### config.mk
export PLATFORM = sky130hd
export DESIGN_NAME = pme_fifo
export DESIGN_NICKNAME = d
export VERILOG_FILES = /design/src/hdl/pme_pkg.sv /design/src/hdl/pme_fifo.sv
export SDC_FILE = /design/constraint.sdc
export NUM_CORES = 1
export LEC_CHECK = 0
export ABC_CLOCK_PERIOD_IN_PS = 15200
export BUFFER_PORTS_ARGS = -buffer_cell sky130_fd_sc_hd__buf_2
export CELL_PAD_IN_SITES_DETAIL_PLACEMENT = 0
export CELL_PAD_IN_SITES_GLOBAL_PLACEMENT = 2
export CORE_ASPECT_RATIO = 1.75
export CORE_MARGIN = 3
export CORE_UTILIZATION = 42
export CTS_BUF_LIST = sky130_fd_sc_hd__clkbuf_2
export DETAILED_ROUTE_END_ITERATION = 10
export HOLD_SLACK_MARGIN = 0.08
export MAX_ROUTING_LAYER = met4
export PLACE_DENSITY_LB_ADDON = 0.15
export SYNTH_ARGS = -nofsm -noshare
export SYNTH_HDL_FRONTEND = slang
export SYNTH_SLANG_ARGS = --single-unit
export TNS_END_PERCENT = 100
### constraint.sdc
create_clock -name i_clk -period 15.2 [get_ports i_clk]
set_input_delay 3.04 -clock i_clk [delete_from_list [all_inputs] [get_ports i_clk]]
set_output_delay 3.04 -clock i_clk [all_outputs]
set_load 0.005 [all_outputs]
### src/hdl/pme_pkg.sv
// Package for the polyline miter ribbon extruder: payload structs, queue job,
// back-end state codes, register indexes and the saturation/rounding helpers.
// No dependencies.
`default_nettype none
package pme_pkg;

    localparam int COORD_WIDTH = 32;
    localparam int SAT_BITS    = (COORD_WIDTH < 32) ? COORD_WIDTH : 32;
    localparam int Q_DEPTH     = 4;
    localparam int Q_PTR_W     = $clog2(Q_DEPTH);

    localparam logic CFG_HALF_WIDTH = 1'b0;
    localparam logic CFG_Z_LIFT     = 1'b1;

    localparam logic [30:0] HALF_WIDTH_RST = 31'd65536;

    localparam logic signed [35:0] SAT_HI = (36'sd1 <<< (SAT_BITS - 1)) - 36'sd1;
    localparam logic signed [35:0] SAT_LO = -SAT_HI - 36'sd1;

    typedef struct packed {
        logic signed [31:0] point_x;
        logic signed [31:0] point_y;
        logic signed [31:0] point_z;
        logic               point_bad;
        logic               last_point;
    } t_point;

    typedef struct packed {
        logic signed [31:0] left_x;
        logic signed [31:0] left_y;
        logic signed [31:0] right_x;
        logic signed [31:0] right_y;
        logic signed [31:0] vertex_z;
        logic               last_pair;
    } t_res;

    typedef enum logic {JOB_SEG, JOB_FLUSH} t_job_kind;

    typedef struct packed {
        t_job_kind          kind;
        logic               first;
        logic signed [31:0] hx;
        logic signed [31:0] hy;
        logic signed [31:0] hz;
        logic signed [32:0] dx;
        logic signed [32:0] dy;
    } t_job;

    typedef enum logic [4:0] {
        S_IDLE, S_UMAG, S_USQX, S_USQY, S_USUM, S_SQRT,
        S_DIVX, S_DIVXW, S_DIVY, S_DIVYW, S_UDONE,
        S_CX, S_CY, S_CSUM, S_NDXW, S_NDY, S_NDYW,
        S_OFFX, S_OFFY, S_OFFR, S_EMIT
    } t_bstate;

    function automatic logic signed [31:0] sat_coord(input logic signed [35:0] v);
        logic signed [35:0] c;
        c = v;
        if (c > SAT_HI) c = SAT_HI;
        if (c < SAT_LO) c = SAT_LO;
        return c[31:0];
    endfunction

    // round half away from zero of prod / 2^16
    function automatic logic signed [34:0] round_off(input logic signed [63:0] prod);
        logic [63:0] mag;
        logic [63:0] q;
        mag = prod[63] ? 64'(-prod) : 64'(prod);
        q   = (mag + 64'h8000) >> 16;
        return prod[63] ? -$signed(q[34:0]) : $signed(q[34:0]);
    endfunction

endpackage
`default_nettype wire

### src/hdl/pme_fifo.sv
// Short job queue between the front end and the back end.
// Depends on pme_pkg (t_job, Q_DEPTH).
`default_nettype none
module pme_fifo (
    input  wire logic          i_clk,
    input  wire logic          i_rst_n,
    input  wire logic          i_push,
    input  wire pme_pkg::t_job i_job,
    output logic               o_full,
    input  wire logic          i_pop,
    output logic               o_empty,
    output pme_pkg::t_job      o_head
);
    pme_pkg::t_job r_mem [pme_pkg::Q_DEPTH];
    logic [pme_pkg::Q_PTR_W-1:0] r_wp, n_wp, r_rp, n_rp;
    logic [pme_pkg::Q_PTR_W:0]   r_cnt, n_cnt;

    always_comb begin
        n_wp  = r_wp + pme_pkg::Q_PTR_W'(i_push);
        n_rp  = r_rp + pme_pkg::Q_PTR_W'(i_pop);
        n_cnt = r_cnt + (pme_pkg::Q_PTR_W + 1)'(i_push) - (pme_pkg::Q_PTR_W + 1)'(i_pop);
    end

    always_ff @(posedge i_clk) begin
        if (!i_rst_n) begin
            r_wp  <= '0;
            r_rp  <= '0;
            r_cnt <= '0;
        end else begin
            r_wp  <= n_wp;
            r_rp  <= n_rp;
            r_cnt <= n_cnt;
        end
    end

    always_ff @(posedge i_clk) begin
        if (i_push) begin
            r_mem[r_wp] <= i_job;
        end
    end

    assign o_full  = r_cnt == (pme_pkg::Q_PTR_W + 1)'(pme_pkg::Q_DEPTH);
    assign o_empty = r_cnt == '0;
    assign o_head  = r_mem[r_rp];
endmodule
`default_nettype wire

# ---- Word level (Yosys, flattened, before mapping)
# Memories as Yosys holds them, arrays and structs flattened. A register that Yosys moved wholly into a read port is not among the register bits.
# Cells that the tools add are included.
dict set report totals {
  ff_bits 7
  latchBits 0
  ramBits 656
  romBits 0
  out_inout_bits 166
  word_cells 13
  n_memories 1
}
# memory depth word_bits rd rd_ports_with_merged_regs wr line
set memory_table {}
lappend memory_table {r_mem 4 164 1 1 1 pme_fifo.sv:14} ;# pme_pkg::t_job r_mem [pme_pkg::Q_DEPTH];
dict set report op_classes {
  addsub 4
  mul 0
  div_mod_pow 0
  order_cmp 0
  eq_ne 1
  shifts 0
  muxes 3
  bitwise 0
  reduce_logical 1
}
# cell count
set ops {}
lappend ops {{$add A2 B1 Y2} 2}
lappend ops {{$add A3 B1 Y3} 1}
lappend ops {{$eq A3 B3 Y1 const B} 1}
lappend ops {{$logic_not A3 Y1} 1}
lappend ops {{$sub A3 B1 Y3} 1}
lappend ops {{$mux W1} 2}
lappend ops {{$mux W2} 1}

# ---- Longest topological paths before layout
dict set report depth {
  depth_word 2
  mapped_depth 7
}

# ---- Worst setup path after synthesis
# OpenSTA, ideal clock, no wires.
dict set report synth_path {
  kind {in2reg}
  startpoint {input port i_push}
  endpoint {memory r_mem[0][0] (netlist bit) (enable)}
  arrival_time_ns 14.738
  required_time_ns 14.279
  slack_ns -0.459
  path_stages 1
  n_path_buf 0
  cell_sequence {nor3b_1}
}
dict set report synth_between {
  elab_chain_len 2
}
# item line
set synth_lines {}
lappend synth_lines {{start: declaration} pme_fifo.sv:7} ;# input wire logic i_push,
lappend synth_lines {{$mux W1} pme_fifo.sv:37} ;# if (i_push) begin
lappend synth_lines {{$mux W1 (implied by the code)} pme_fifo.sv:38} ;# r_mem[r_wp] <= i_job;
lappend synth_lines {{end: declaration} pme_fifo.sv:14}
# Every way passes these cells.

==> flow_summary.toml <==
[outcome]
status = "finished, final reports clean"

[yosys]
synth-main-ff-cell = "edfxtp_1"
synthTopCellsByArea = "edfxtp_1 (82%), mux4_2 (15%), dfxtp_1 (0.58%)"
syn-num-nets = 1062
syn_avg_cell_area_um2 = 27.0
ys.warnings.count = 0
synth_seq_cells = 663
yosysUniqueCellTypes = 19
yosysSeqAreaShare_pct = 82.7
netlist_area_um2 = 24000
netlist_top_cells_count = "edfxtp_1 (656), mux4_2 (164), buf_2 (17), buf_4 (11)"
synth-edff-count = 656
synthCells = 889
synth_top_area_share_pct = 82.1
synthArstFlopShare_pct = 0
synth_top_area_cell = "edfxtp_1"
yosysMostFrequentCell = "edfxtp_1"

[sta]
finalCritPeriodShare_pct = 48.4
fmax_mhz = 136
period_needed_ns = 7.35
final.setup_skew_ns = 0.0679
slew_headroom_pct = 28.0
grt_setup_unrepaired = "false"
slew_viol_final = 0
setup-tns-final_ns = 0
whs_ns = 0.685
finalHoldViolCount = 0
final-setup-viol-count = 0
tightest_slew_ns = 1.08

[clock_network]
clk_latency_ns = 1.19
cts-resized-gates = 0
cts_buffers = 151
cts_setup_buffers = 0
cts_hold_buf = 0
path_clk_slew_ns = 0.12
cts_max_level = 4
cts-root-buf = "clkbuf_2"
cts.path.max_buffers = 3
clock-sinks = 663
cts_tree = "done"

[pwr]
pwr-share-seq_pct = 59.6
peakVddDrop_uv = 72.6
p_int_mw = 2.68
cellPowerDensity_nw_per_um2 = 128
sw_frac_of_total_pct = 24.7
pwr-share-clk_pct = 30.5
power_mw = 3.56
power_switching_mw = 0.881
p_comb_share_pct = 9.9
p_leak_nw = 9.55

[flow_run]
drv_cap = 0

[finish]
area_growth_pct = 16.5
fillers = 4760
drive_gt1_share_pct = 51.3
stdcell_area_um2 = 27900
finalNetCount = 1528
utilization_pct = 49.5

[die]
num_io_pins = 334
rows = 115
die_x_um = 187
die_area_um2 = 60100
initial_core_util_pct = 42.5
die_h_um = 322
core_area_um2 = 56400

[critical_path]
reg2reg_setup_slack_ns = 11.81
cp.buffers_inverters = 3
path_cells = "buf_4, buf_4, mux4_2, buf_2"
cpMostUsedCell = "buf_4"
arrival_ns = 4.31
critPathTopFamily = "buffers and inverters"
slowest_stage = "dfxtp_4"
cp_max_fo = 47
critPathKind = "reg2out"
critPathLaunchType = "flop"
critPathRequiredTime_ns = 12.16
slowest_delay_ns = 1.01
critPathCaptureType = "output port"

[drt]
initialDrtViolationCount = 538
wl_per_cell_um = 22.6
drt-total-wl_mm = 50.8
viasPerCell = 4.97
drc = 0
vias = 11176
dr.pass1.iters = 6
final_antenna_net_count = 0

[global_route]
grt_first_pass_wirelength_mm = 76.9
antenna_found_initial = 18
grt_pass1_vias = 12335
grt_max_degree = 136
globalRouteMet2Util_pct = 29.2
globalRouteMet1Util_pct = 19.9
track_usage_pct = 17.8
grt_overflow_total = 0
busiest_layer = "met2"
met3_usage_pct = 6.56

[placed_design]
gp_congestion = 0.714
dp_hpwl_mm = 30.5
placement.io_buffers = 333
place_area_um2 = 26500

[hold_path]
hold_class = "reg2reg"
-- cell families (layout without fill, tap and decap cells) --
logic type / Yosys count / count (layout) / share of synthesized area [%]
XOR/XNOR: 3 / 3 / 0.167
adder cells (fa/ha/maj): 5 / 5 / 0.292
buffers and inverters: 40 / 624 / 1.07
flip-flops: 663 / 663 / 82.7
multiplexers: 164 / 164 / 15.4
other: 0 / 15 / 0
AND/OR/NAND/NOR: 14 / 14 / 0.355
-- worst register-to-register path: cells and delay by family, from the launching register on --
family                 cells  cell delay (ns)
buffers and inverters      2             1.51
AND/OR/NAND/NOR            2             0.94
flip-flops                 1             0.47
-- sequential cells by signal, indices dropped and copies added (netlist names) --
| register | count |
|---|---|
| r_wp | 2 |
| r_cnt | 3 |
| r_mem | 656 |
| r_rp | 2 |
-- cell usage in the layout, fill, tap and decap left out --
master	instances
clkinv_1	34
nor2_4	1
ha_1	4
inv_1	4
xor2_1	2
nand2_1	1
bufinv_16	2
nor3_1	1
buf_2	333
inv_2	6
and3_4	1
xnor3_1	1
and3_1	1
clkinv_2	13
diode_2	15
dfxtp_4	2
dfxtp_1	5
mux4_2	164
clkinv_4	3
and2_1	7
fa_1	1
and3b_4	1
clkbuf_2	210
edfxtp_1	656
buf_12	1
nor3b_4	1
clkinvlp_4	3
buf_4	15
-- per-stage QoR --
step	instances	setup WS, ns
after CTS	2233	7.38
after global routing	2246	7.23
after detailed placement	1962	8.80
final	2248	7.85
after global placement	1962	8.80
after floorplan	889	4.59
-- path summary, 6_finish.rpt --
check | start | to | cells past startpoint
worst min-delay path | r_wp[1]$_SDFF_PN0_ | r_wp[1]$_SDFF_PN0_ | 2
worst min register to register | r_wp[1]$_SDFF_PN0_ | r_wp[1]$_SDFF_PN0_ | 2
worst max-delay path | r_rp[0]$_SDFF_PN0_ | o_head[68] | 4
worst max register to register | r_wp[1]$_SDFF_PN0_ | r_mem[2][133]$_DFFE_PP_ | 4
-- area by class of cell --
type	count	area [µm²]	area share [%]
Sequential cell	663	19800	71.0
Multi-Input combinational cell	186	3920	14.0
Timing Repair Buffer	349	1800	6.44
Clock buffer	210	1050	3.76
Tap cell	760	951	3.40
Clock inverter	61	324	1.16
Antenna cell	15	37.5	0.134
Inverter	4	15.0	0.0537
-- per-layer routing --
layer	part of all wire [%]	vias to the layer above
met5	0	-
met3	7.7	93
met2	52	429
met4	2.8	0
met1	37	5737
li1	-	4917
-- power groups by stage --
stage / Sequential (mW) / Clock, mW / Combinational, mW
floorplan: 2.17 / 0 / 0.202
global placement: 2.17 / 0 / 0.364
detailed placement: 2.17 / 0 / 0.366
CTS: 2.13 / 1.15 / 0.368
global route: 2.13 / 1.25 / 0.388
finish: 2.13 / 1.09 / 0.353
Power figures use the tool's default switching activity.
