**config.mk**
```make
export PLATFORM = sky130hd
export DESIGN_NAME = pme_front
export DESIGN_NICKNAME = d
export VERILOG_FILES = /design/src/hdl/pme_pkg.sv /design/src/hdl/pme_front.sv
export SDC_FILE = /design/constraint.sdc
export NUM_CORES = 1
export LEC_CHECK = 0
export ABC_CLOCK_PERIOD_IN_PS = 17400
export BUFFER_PORTS_ARGS = -buffer_cell sky130_fd_sc_hd__buf_2
export CORE_MARGIN = 3
export CORE_UTILIZATION = 50
export DETAILED_ROUTE_END_ITERATION = 7
export PLACE_DENSITY = 0.73
export SLEW_MARGIN = 15
export SYNTH_ARGS = -nofsm -noshare
export SYNTH_HDL_FRONTEND = slang
export SYNTH_SLANG_ARGS = --single-unit
```
**constraint.sdc**
```tcl
create_clock -name i_clk -period 17.4 [get_ports i_clk]
set_input_delay 1.74 -clock i_clk [delete_from_list [all_inputs] [get_ports i_clk]]
set_output_delay 1.74 -clock i_clk [all_outputs]
set_load 0.01 [all_outputs]
```
**src/hdl/pme_pkg.sv**
```systemverilog
// Package for the polyline miter ribbon extruder: payload structs, queue job,
// back-end state codes, register indexes and the saturation/rounding helpers.
// No dependencies.
`default_nettype none
package pme_pkg;

    localparam int COORD_WIDTH = 32;
    localparam int SAT_BITS    = (COORD_WIDTH < 32) ? COORD_WIDTH : 32;
    localparam int Q_DEPTH     = 4;
    localparam int Q_PTR_W     = $clog2(Q_DEPTH);

    localparam logic CFG_HALF_WIDTH = 1'b0;
    localparam logic CFG_Z_LIFT     = 1'b1;

    localparam logic [30:0] HALF_WIDTH_RST = 31'd65536;

    localparam logic signed [35:0] SAT_HI = (36'sd1 <<< (SAT_BITS - 1)) - 36'sd1;
    localparam logic signed [35:0] SAT_LO = -SAT_HI - 36'sd1;

    typedef struct packed {
        logic signed [31:0] point_x;
        logic signed [31:0] point_y;
        logic signed [31:0] point_z;
        logic               point_bad;
        logic               last_point;
    } t_point;

    typedef struct packed {
        logic signed [31:0] left_x;
        logic signed [31:0] left_y;
        logic signed [31:0] right_x;
        logic signed [31:0] right_y;
        logic signed [31:0] vertex_z;
        logic               last_pair;
    } t_res;

    typedef enum logic {JOB_SEG, JOB_FLUSH} t_job_kind;

    typedef struct packed {
        t_job_kind          kind;
        logic               first;
        logic signed [31:0] hx;
        logic signed [31:0] hy;
        logic signed [31:0] hz;
        logic signed [32:0] dx;
        logic signed [32:0] dy;
    } t_job;

    typedef enum logic [4:0] {
        S_IDLE, S_UMAG, S_USQX, S_USQY, S_USUM, S_SQRT,
        S_DIVX, S_DIVXW, S_DIVY, S_DIVYW, S_UDONE,
        S_CX, S_CY, S_CSUM, S_NDXW, S_NDY, S_NDYW,
        S_OFFX, S_OFFY, S_OFFR, S_EMIT
    } t_bstate;

    function automatic logic signed [31:0] sat_coord(input logic signed [35:0] v);
        logic signed [35:0] c;
        c = v;
        if (c > SAT_HI) c = SAT_HI;
        if (c < SAT_LO) c = SAT_LO;
        return c[31:0];
    endfunction

    // round half away from zero of prod / 2^16
    function automatic logic signed [34:0] round_off(input logic signed [63:0] prod);
        logic [63:0] mag;
        logic [63:0] q;
        mag = prod[63] ? 64'(-prod) : 64'(prod);
        q   = (mag + 64'h8000) >> 16;
        return prod[63] ? -$signed(q[34:0]) : $signed(q[34:0]);
    endfunction

endpackage
`default_nettype wire

```
**src/hdl/pme_front.sv**
```systemverilog
// Front end: takes points, tracks truncation, duplicates and the held point,
// and posts segment and flush jobs. Depends on pme_pkg.
`default_nettype none
module pme_front (
    input  wire logic            i_clk,
    input  wire logic            i_rst_n,
    input  wire logic            i_push,
    output logic                 o_full,
    input  wire pme_pkg::t_point i_point,
    output logic                 o_q_push,
    output pme_pkg::t_job        o_q_job,
    input  wire logic            i_q_full
);
    logic signed [31:0] r_hx, n_hx, r_hy, n_hy, r_hz, n_hz;
    logic [1:0]         r_cc, n_cc;
    logic               r_trunc, n_trunc;
    logic               r_pend, n_pend;
    pme_pkg::t_job      r_pjob, n_pjob;
    logic               acc, dup, seg;
    pme_pkg::t_job      seg_job, fl_job;

    assign o_full = r_pend | i_q_full;

    always_comb begin
        n_hx = r_hx; n_hy = r_hy; n_hz = r_hz;
        n_cc = r_cc; n_trunc = r_trunc;
        n_pend = r_pend; n_pjob = r_pjob;
        o_q_push = 1'b0;
        acc = i_push & ~o_full;
        dup = (r_cc != 2'd0) && i_point.point_x == r_hx
              && i_point.point_y == r_hy && i_point.point_z == r_hz;
        seg = 1'b0;
        seg_job.kind  = pme_pkg::JOB_SEG;
        seg_job.first = r_cc == 2'd1;
        seg_job.hx    = r_hx;
        seg_job.hy    = r_hy;
        seg_job.hz    = r_hz;
        seg_job.dx    = 33'(i_point.point_x) - 33'(r_hx);
        seg_job.dy    = 33'(i_point.point_y) - 33'(r_hy);
        o_q_job = seg_job;
        if (acc && !r_trunc) begin
            if (i_point.point_bad) begin
                n_trunc = 1'b1;
            end else if (dup) begin
                n_cc = r_cc;
            end else if (r_cc == 2'd0) begin
                n_hx = i_point.point_x; n_hy = i_point.point_y; n_hz = i_point.point_z;
                n_cc = 2'd1;
            end else begin
                seg = 1'b1;
                o_q_push = 1'b1;
                n_hx = i_point.point_x; n_hy = i_point.point_y; n_hz = i_point.point_z;
                n_cc = 2'd2;
            end
        end
        fl_job       = seg_job;
        fl_job.kind  = pme_pkg::JOB_FLUSH;
        fl_job.first = 1'b0;
        fl_job.hx    = n_hx;
        fl_job.hy    = n_hy;
        fl_job.hz    = n_hz;
        if (acc && i_point.last_point) begin
            if (n_cc == 2'd2) begin
                if (seg) begin
                    n_pend = 1'b1;
                    n_pjob = fl_job;
                end else begin
                    o_q_push = 1'b1;
                    o_q_job  = fl_job;
                end
            end
            n_hx = '0; n_hy = '0; n_hz = '0;
            n_cc = 2'd0; n_trunc = 1'b0;
        end
        // second job of a point that both closes a segment and ends the line
        if (r_pend && !i_q_full) begin
            o_q_push = 1'b1;
            o_q_job  = r_pjob;
            n_pend   = 1'b0;
        end
    end

    always_ff @(posedge i_clk) begin
        if (!i_rst_n) begin
            r_hx <= '0; r_hy <= '0; r_hz <= '0;
            r_cc <= 2'd0; r_trunc <= 1'b0; r_pend <= 1'b0;
        end else begin
            r_hx <= n_hx; r_hy <= n_hy; r_hz <= n_hz;
            r_cc <= n_cc; r_trunc <= n_trunc; r_pend <= n_pend;
        end
    end

    always_ff @(posedge i_clk) begin
        r_pjob <= n_pjob;
    end
endmodule
`default_nettype wire

```
---- Yosys cells after proc, flatten, opt, wreduce, memory -nomap -nowiden ----
Cells that the tools add are included.
operators by class
  add/sub/neg operators ................... 2
  equal/unequal tests ..................... 5
  mux-type cells .......................... 24
  bitwise logic cells ..................... 4
  reductions and logical operators ........ 14
operators by type and width
  operator            count
  $mux 164            4
  $mux 32             9
  $eq 32x32->1        3
  $sub 32x32->33      2
  $mux 2              4
  $mux 1              7
  $logic_and 1x1->1   6
  $reduce_or 2->1     2
  $reduce_and 3->1    1
  $eq 2x1->1 const B  1
  $eq 2x2->1 const B  1
  $logic_not 1->1     2
  $logic_not 2->1     1
  $not 1->1           2
  $reduce_and 2->1    1
  $reduce_bool 2->1   1
  $and 1x1->1         1
  $or 1x1->1          1
word-level totals
  register bits after elaboration ......... 262
  bits of input ports ..................... 102
  output and inout bits ................... 166
  logic and storage cells ................. 60

---- Longest topological paths before layout ----
  depth after elaboration ................. 11
  mapped depth ............................ 13
  gate-level depth less buffers ........... 11

---- Worst setup path after synthesis ----
OpenSTA, ideal clock, no wires.
  path kind ............................... input -> register
  from .................................... input port i_point[80] in the netlist's numbering
  to ...................................... register r_pend
  setup time .............................. 0.112 ns
  arrival ................................. 15.638 ns
  required time ........................... 17.288 ns
  slack ................................... 1.650 ns
  stages .................................. 10
  path buffers ............................ 3
  path through ............................ ha_1 clkbuf_1 and2_1 nand3_1 nor4_1 a31oi_1 buf_6 buf_6 nor3b_1 o21a_1
on the way
  longest elaborated chain between the ends .. 9
  elaborated cells on any way between the ends .. 12
  those cells by class .................... 2 x eq/ne; 6 x mux; 4 x reduce/logical
ends and longest elaborated chain
  element                              RTL line         source
  start: declaration                   pme_front.sv:9   input wire pme_pkg::t_point i_point,
  $eq 32x32->1 (*)                     pme_front.sv:30  dup = (r_cc != 2'd0) && i_point.point_x == r_hx
  $logic_and 1x1->1 (*)                pme_front.sv:30
  $logic_and 1x1->1 (*) (2 in series)  pme_front.sv:31  && i_point.point_y == r_hy && i_point.point_z == r_hz;
  $mux 2                               pme_front.sv:44  end else if (dup) begin
  $mux 2                               pme_front.sv:42  if (i_point.point_bad) begin
  $mux 2                               pme_front.sv:41  if (acc && !r_trunc) begin
  $eq 2x2->1                           pme_front.sv:63  if (n_cc == 2'd2) begin
  $reduce_and 3->1 (no line) (*)       n/a
  end signal: assignment               pme_front.sv:89  r_cc <= n_cc; r_trunc <= n_trunc; r_pend <= n_pend;
  end: declaration                     pme_front.sv:17  logic r_pend, n_pend;
Mark *: on every way between the ends. The rest lies on a longest branch, timed or not.
A chain may end at the register's enable or synchronous reset.

==> metrics <==
Max Used Layer met5; Hold Crit Class flip-flop to flip-flop; flop2flop setup slack 12.89 ns; DRT Wirelength 39700 µm; die area 0.0326 mm²; Net Sw Frac 26.3%; Mapped Cells 1538; Final HPWL DP 27800 µm; Setup TNS Final 0 ns; syn avg cell area 9.91 µm²; vias per cell 5.46; Internal 1.14 mW; static leakage 7.31 nW; max_cap viols 0; CP startpoint i_point[34]; Arr. time, crit path 4.85 ns; Core ar. 0.0299 mm²; Hold Crit Start r_trunc$_SDFFE_PP0P_; average wire per standard cell 18.2 µm; CP top delay family compound AO/OA/AOI/OAI gates; antenna violations before repair 6; PortBufs 267; P&R area growth vs syn 16.6%; DR vias 11937; CTS H-tree lvls 1; placed insts 2132; CTS tree yes; GRT Util Overall 23.6%; largest net degree at the start of global routing 97; Critical Path Slowest Stage Cell a21boi_0; Die Y 181 µm; kind of critical path primary input to primary output; most used cell, CP buf_2; fin cells 2188; Post-CTS Setup Inserts 0; Comb pwr share 17.8%; Clk Latency, worst-skew pair 0.55 ns; ys async rst share 0%; Final Critical Period 6.59 ns; Reg power frac 43.6%; CP Max Fanout 4; chip width 181 µm; wire length on met1 17500 µm; post-cts resize count 0; highest-count cells in the layout ignoring fill and taps nand2_1, buf_2, edfxtp_1; FP Rows 63; fin crit share 37.9%; Mapped Nets 1706; status finished, final reports clean; final setup fails 0; drt drc 0; startpoint types primary input; clock group share of total power 38.6%; vias in the first global route 11880; EDFF count, synth 162; metal2 WL 18400 µm; worst vdd ir 0.0725 mV; total CTS buffers 29; RD Place Congestion 0.850; first-pass GRT wire length 63400 µm; layout cell share with drive strength beyond 1 25.3%; Post-Syn Area 0.0152 mm²; worst-margin pin slew 1.12 ns; Reg clk slew, reported paths 0.06 ns; final hold vios 0; Worst Skew 0.0132 ns; maximum clock rate 0.152 GHz; commonest non-fill, non-tap cell in the layout nand2_1; Pre-antenna DRT Iters 5; initial drt markers 814; sequential area share after synthesis 45.0%; antenna viol nets, final 0; synthesis warning total 0; Starting Density 51.0%; critical path endpoint category primary output; crit path buf inv count 3; pwr dens 87.2 mW/mm²; r2r startpoint r_hx[18]$_SDFF_PP0_; flops & latches, synth 262; sw power 0.407 mW; Post-CTS Hold Buffers 0; Netlist cell types 58; Slew HR 25.0%; top-level port count 268; required time worst endpoint 15.66 ns; Slew Viols, Final 0; CTS sink cnt 262; top_reg_cell synth edfxtp_1; CTS max path bufs 3; slowest cell delay on critical path 0.61 ns; CTS root buf clkbuf_16; total congestion overflow 0; RSZ-0062 raised after global routing no; worst-path cell chain buf_2 -> inv_1 -> ha_1 -> fa_1 -> nand2b_1 -> a21oi_1 -> o21ai_0 -> a21boi_0 -> a31oi_1 -> o211ai_1 -> xor2_1 -> mux2_2 -> buf_2; metal3 WL 2740 µm; Nets 1942
==> synthesized netlist by cell type (11+ instances only) <==
master | number | area (µm²)
xor2_1 | 20 | 175
a211oi_1 | 16 | 120
buf_6 | 11 | 124
nand2_1 | 273 | 1020
nand3_1 | 12 | 60.1
mux2_4 | 93 | 1400
a21o_1 | 31 | 233
dfxtp_1 | 100 | 2000
inv_1 | 91 | 342
a21oi_1 | 55 | 275
ha_1 | 64 | 801
clkbuf_1 | 50 | 188
nor3_1 | 12 | 60.1
xnor2_1 | 61 | 534
nand2b_1 | 13 | 81.3
o21a_1 | 11 | 82.6
nor2_1 | 79 | 297
mux2_2 | 29 | 327
edfxtp_1 | 162 | 4860
o21ai_0 | 103 | 515
nor2b_1 | 106 | 663
o211ai_1 | 14 | 105
nand4_1 | 18 | 113
==> power by group through the flow <==
stage / logic (mW) / registers (mW) / clock network [mW]
after CTS: 0.277 / 0.676 / 0.609
after detailed placement: 0.274 / 0.689 / 0
after global routing: 0.304 / 0.676 / 0.638
after global placement: 0.270 / 0.688 / 0
final: 0.277 / 0.676 / 0.598
after floorplan: 0.184 / 0.688 / 0
==> through the flow <==
step	setup WS (ns)	util, %	hold WS [ns]	instance area [µm²]	power, mW
CTS	10.93	59.4	0.489	17800	1.56
global route	10.61	59.5	0.514	17800	1.62
finish	10.81	59.5	0.477	17800	1.55
floorplan	1.65	-	0.437	15200	0.872
detailed placement	10.95	56.3	0.474	16800	0.963
global placement	11.01	56.3	0.451	16800	0.959
==> flip-flops by register name, summed over array words and instances, names as in the netlist <==
name / flops
r_cc: 2
r_pend: 1
r_pjob: 162
r_hz: 32
r_trunc: 1
r_hx: 32
r_hy: 32
==> worst paths after layout <==
path	to	cells past startpoint
setup / recovery	o_q_job[28]	13
hold / removal	r_trunc$_SDFFE_PP0P_	2
setup reg to reg	r_pjob[140]$_DFFE_PP_	12
hold reg to reg	r_trunc$_SDFFE_PP0P_	2
==> layout make-up <==
cell class / instances / area (µm²)
tap: 390 / 488
inverter: 91 / 342
sequential: 262 / 6870
clock buffer: 43 / 808
fill: 2585 / 12100
antenna: 1 / 2.50
multi-input combinational: 1114 / 7730
timing repair buffer: 276 / 1430
clock inverter: 11 / 111
==> metal layers <==
layer | up-vias | global-route usage, %
met5 | - | 0
met4 | 10 | 5.83
met3 | 66 | 5.45
met2 | 357 | 38.3
met1 | 5692 | 32.1
li1 | 5812 | -
==> cell families (layout without fill, tap and decap cells) <==
| group | count (synthesis) | count (layout) | synth area share, % |
|---|---|---|---|
| xor gates and xnor gates | 81 | 81 | 4.65 |
| other | 0 | 1 | 0 |
| muxes | 127 | 127 | 11.6 |
| DFF | 262 | 262 | 45.0 |
| AOI/OAI and AO/OA | 283 | 283 | 11.6 |
| and+or+nand+nor | 557 | 557 | 17.0 |
| adders and majority gates | 66 | 66 | 5.52 |
| buffers and inverters | 162 | 421 | 4.56 |
==> tightest hold or removal path, delay by kind of cell, from the launching register on <==
kind	cells	cell delay [ns]
flops	1	0.33
simple gates	1	0.07
compound gates	1	0.04
Power figures use the tool's default switching activity.
